`config.mk`:
```
export PLATFORM = sky130hd
export DESIGN_NAME = pfn_ram
export DESIGN_NICKNAME = d
export VERILOG_FILES = /design/src/pfn_ram.sv
export SDC_FILE = /design/constraint.sdc
export NUM_CORES = 2
export LEC_CHECK = 0
export BUFFER_PORTS_ARGS = -buffer_cell sky130_fd_sc_hd__buf_2
export CAP_MARGIN = 0
export CELL_PAD_IN_SITES_DETAIL_PLACEMENT = 0
export CELL_PAD_IN_SITES_GLOBAL_PLACEMENT = 1
export CORE_MARGIN = 4
export CORE_UTILIZATION = 45
export CTS_BUF_LIST = sky130_fd_sc_hd__clkbuf_2
export CTS_CLUSTER_SIZE = 8
export DETAILED_ROUTE_END_ITERATION = 12
export HOLD_SLACK_MARGIN = 0.03
export PLACE_DENSITY_LB_ADDON = 0.1
export SLEW_MARGIN = 20
export SYNTH_ARGS = -nofsm -noshare
export SYNTH_HDL_FRONTEND = slang
export SYNTH_SLANG_ARGS = --single-unit
```
`constraint.sdc`:
```
create_clock -name i_clk -period 4 [get_ports i_clk]
set_clock_uncertainty 0.2 [all_clocks]
set_input_delay 0.8 -clock i_clk [delete_from_list [all_inputs] [get_ports i_clk]]
set_output_delay 0.8 -clock i_clk [all_outputs]
set_load 0.01 [all_outputs]
```
`src/pfn_ram.sv`:
```
// Generic single-port RAM with a registered read.
module pfn_ram #(
    parameter int WIDTH = 8,
    parameter int DEPTH = 256
) (
    input  logic                     i_clk,
    input  logic                     i_we,
    input  logic [$clog2(DEPTH)-1:0] i_addr,
    input  logic [WIDTH-1:0]         i_wdata,
    output logic [WIDTH-1:0]         o_rdata
);

    logic [WIDTH-1:0] r_mem [DEPTH];
    logic [WIDTH-1:0] r_rdata;

    // Write port and registered read port share one address.
    always_ff @(posedge i_clk) begin
        if (i_we) begin
            r_mem[i_addr] <= i_wdata;
        end
        r_rdata <= r_mem[i_addr];
    end

    assign o_rdata = r_rdata;

endmodule

```
# Word level (Yosys, flattened, before mapping)
# Memories as Yosys holds them, arrays and structs flattened. A register that Yosys moved wholly into a read port is not among the register bits.
# Cells that the tools add are included.
# W data, S select, Z words.
totals:
  ram_bits: 2048
  rom_bits: 0
  in_bits: 18
  output_inout_bits: 8
  latch_bits: 0
  memories: 1
  regBits: 0
classes:
  multipliers: 0
  n_eq_ne: 0
  n_bitwise: 0
  n_reduce_logical: 0
  div: 0
  n_shift: 0
  muxes: 2
  addsub: 0
  n_lt_le_gt_ge: 0
memory_table:
  columns: ["memory", "words", "width", "read_ports", "rd_clocked_by_memory_dff", "write_ports", "line_no", "source"]
  rows:
  - ["r_mem", 256, 8, 1, 1, 1, "13", "logic [WIDTH-1:0] r_mem [DEPTH];"]
op_table:
  columns: ["operator", "count"]
  rows:
  - ["$mux W1", 2]

# Depth between registers and ports, before layout
logic_depth:
  depth_word: 2
  depth_mapped: 10
  ltp_nobuf: 5

# Least setup slack after synthesis
# Ideal clock, no wire load.
synth_path:
  kind: "input port to flip-flop"
  start: "in i_addr[1]"
  end: "mem r_mem[111][0], enable pin"
  path_buffers: 5
  cell_stages: 9
  path_slack_ns: 0.781
  setup_ns: 0.370
  arrival_time_ns: 2.649
  cell_sequence: "buf_2 clkbuf_1 clkbuf_1 nand2_1 buf_2 nor2_1 nand2_1 clkbuf_1 nor2_1"
synth_lines:
  columns: ["element", "line_no", "source"]
  rows:
  - ["from (decl)", "8", "input logic [$clog2(DEPTH)-1:0] i_addr,"]
  - ["to (decl)", "13", null]
# No word-level cell before the write port.

==> reports/qor.yml <==
status: "finished clean"
ir_worst_vdd_mv: 0.325
crit_buf_inv: 6
place.gp.congestion: 0.799
drive_gt1_share_pct: 38.3
synth_seq_area_share_pct: 78.6
ys_types: 22
slowest_delay_ps: 650
finalCriticalPeriod_ps: 3730
ios: 26
viasPerCell: 5.72
synth-edff-count: 2048
area_delta_synth_final_pct: 14.6
cpMostUsedCell: "dlygate4sd3_1"
die_y_um: 426
hp-start: "i_addr[7]"
comb_power_share_pct: 5.6
pwr-share-seq_pct: 60.1
maxSlewHeadroom_pct: 18.5
p_switching_mw: 9.62
postSynthCellCount: 3547
final_common_cell: "edfxtp_1"
clockRootBuffer: "clkbuf_2"
fin_ws_ps: 274
cp_top_family: "buffers and inverters"
numCtsBuffers: 539
pwr-share-clk_pct: 34.2
regToRegStartpoint: "r_mem[90][0]"
fillers: 13900
max_freq_ghz: 0.268
arrival_ps: 5190
via_count: 40500
worstMarginPinSlew_ps: 1210
ff2ff_path_depth: 8
cts_tree: "built"
power.total_mw: 39.5
rsz0062_at_grt: "no"
die_area_sq_um: 181000
cap_violations: 0
grt_start_max_net_pins: 125
drc: 0
yosys_warnings: 0
dp.cells: 6150
initial_core_util_pct: 45.2
grt_use_total_pct: 23.4
clk_pin_slew_ps: 100
r2r_slack_ps: 350
clock_sinks: 2056
port_buffers: 25
crit_fanout: 28
drtAntennaViolNets: 0
p_sw_share_pct: 24.4
setup_viol: 0
finalCoreUtilization_pct: 51.8
stdcell_count: 7071
cp-startpoint: "i_addr[0]"
grt-ovfl-total: 0
hold_viol: 0
cts_max_path_buffers: 4
grt_pass1_wl_um: 302000
slew_viol_final: 0
grt_pass1_vias: 43100
min_period_over_period_pct: 93.2
crit_slowest_cell: "dlygate4sd3_1"
wl_um: 210000
drt_iter0_drc: 4331
hold_slack_ps: 367
die_x_um: 426
holdPathStages: 7
post_cts_resized: 0
cp-end-kind: "flop"
p_per_area_nw_per_um2: 439
core_area_sq_um: 174000
hold_end: "o_rdata[2]"
p_leak_nw: 29.2
crit_type: "in -> reg"
nNetsFinal: 4435
synth-main-ff-cell: "edfxtp_1"
intPower_mw: 29.9
dp_slack_ps: -459
hp-class: "in -> reg"
syn_area_sq_um: 78500
crit_chain: "dlygate4sd3_1, buf_8, buf_12, buf_12, mux4_2, a22oi_1, a21oi_1, o41ai_1, dlygate4sd3_1, nand4_1, dlygate4sd3_1"
cp-start-kind: "primary input"
final_cell_mix: "edfxtp_1, clkbuf_2, mux4_2"
synth_area_per_cell_sq_um: 22.1
ys_async_sr_fraction_pct: 0
reg2reg_to: "o_rdata[0]"
dp_hpwl_um: 127000
clk-insertion-delay-late_ps: 1790
routedWlPerCell_um: 29.7
synth_nets: 3565
crit_required_ps: 5470
firstDrtPassIters: 5
antenna_found_initial: 11
rows: 153
worstSetupPathDepth: 11
htree_levels: 6
synth_seq_cells: 2056
synthesized netlist by cell type, types with 7 or more instances:
cell         n  area share (%)
nor2b_1      7           0.056
o41ai_1     32            0.36
buf_4       16            0.15
nand4_1      8           0.064
dfxtp_1      8            0.20
edfxtp_1  2048              78
buf_2       36            0.23
nand3_1     13           0.083
a21oi_1    128            0.82
buf_1       19           0.091
nand2_1     28            0.13
nor2_1     232             1.1
a22oi_1    256             2.4
buf_6       16            0.23
mux4_2     512              15
clkbuf_1   145            0.69
nor3_1      30            0.19
flip-flops by register name, summed over array words and instances, names as in the netlist:
register	count
r_mem	2048
o_rdata	8
worst max path at each step:
stage	end	slack [ps]
after global routing	o_rdata[5]	160
after global placement	o_rdata[3]	-420
after floorplan	r_mem[111][0]	780
final	o_rdata[7]	270
after CTS	o_rdata[5]	60
after detailed placement	o_rdata[3]	-460
power by group through the flow:
| stage | sequential, mW | combinational [mW] | clock, mW |
|---|---|---|---|
| after floorplan | 24.2 | 1.06 | 0 |
| after global placement | 24.2 | 2.15 | 0 |
| after detailed placement | 24.2 | 2.20 | 0 |
| after CTS | 23.7 | 2.28 | 14.1 |
| after global routing | 23.7 | 2.37 | 15.3 |
| final | 23.7 | 2.23 | 13.5 |
routing by layer:
layer / share of wire (%) / global-route usage, % / vias to the layer above
li1: - / - / 17100
met1: 41 / 32.0 / 21400
met2: 49 / 37.8 / 1653
met3: 7.6 / 5.27 / 299
met4: 2.4 / 7.40 / 0
met5: 0 / 0 / -
per-stage QoR:
stage	area (sq um)	setup TNS [ps]
3_3_place_gp	84900	-1120
3_5_place_dp	84900	-1310
4_1_cts	89900	0
2_1_floorplan	78500	0
5_1_grt	89900	0
6_report	89900	0
tightest hold or removal path, stage by stage:
cell	delay [ps]
dlygate4sd3_1	540
buf_2	170
nor2b_1	230
buf_4	240
o41ai_1	80
buf_4	110
nand4_1	70
area by class of cell:
cell class | count | area, sq um | share of cell area, %
flip-flops and latches | 2056 | 61700 | 68.6
multi-input cells | 1258 | 15800 | 17.6
repair buffers | 561 | 5200 | 5.79
inverters | 1 | 3.75 | 0.00417
well taps | 2325 | 2910 | 3.23
clock buffers | 744 | 3720 | 4.14
clock inverters | 121 | 629 | 0.700
diodes | 5 | 12.5 | 0.0139
cells by family (layout without fill, tap and decap cells):
logic type | after synthesis | after routing | synth area share [%]
flip-flops | 2056 | 2056 | 78.6
other | 0 | 5 | 0
buffers and inverters | 233 | 1427 | 1.40
multiplexers | 512 | 512 | 14.7
AND/OR/NAND/NOR | 330 | 330 | 1.73
AO/OA/AOI/OAI | 416 | 416 | 3.62
repair_timing:
item,4_1_cts,5_1_grt
hold endpoints to repair,4088,0
buffers inserted,0,0
hold buffers,51,0
(Power assumes the default switching activity.)
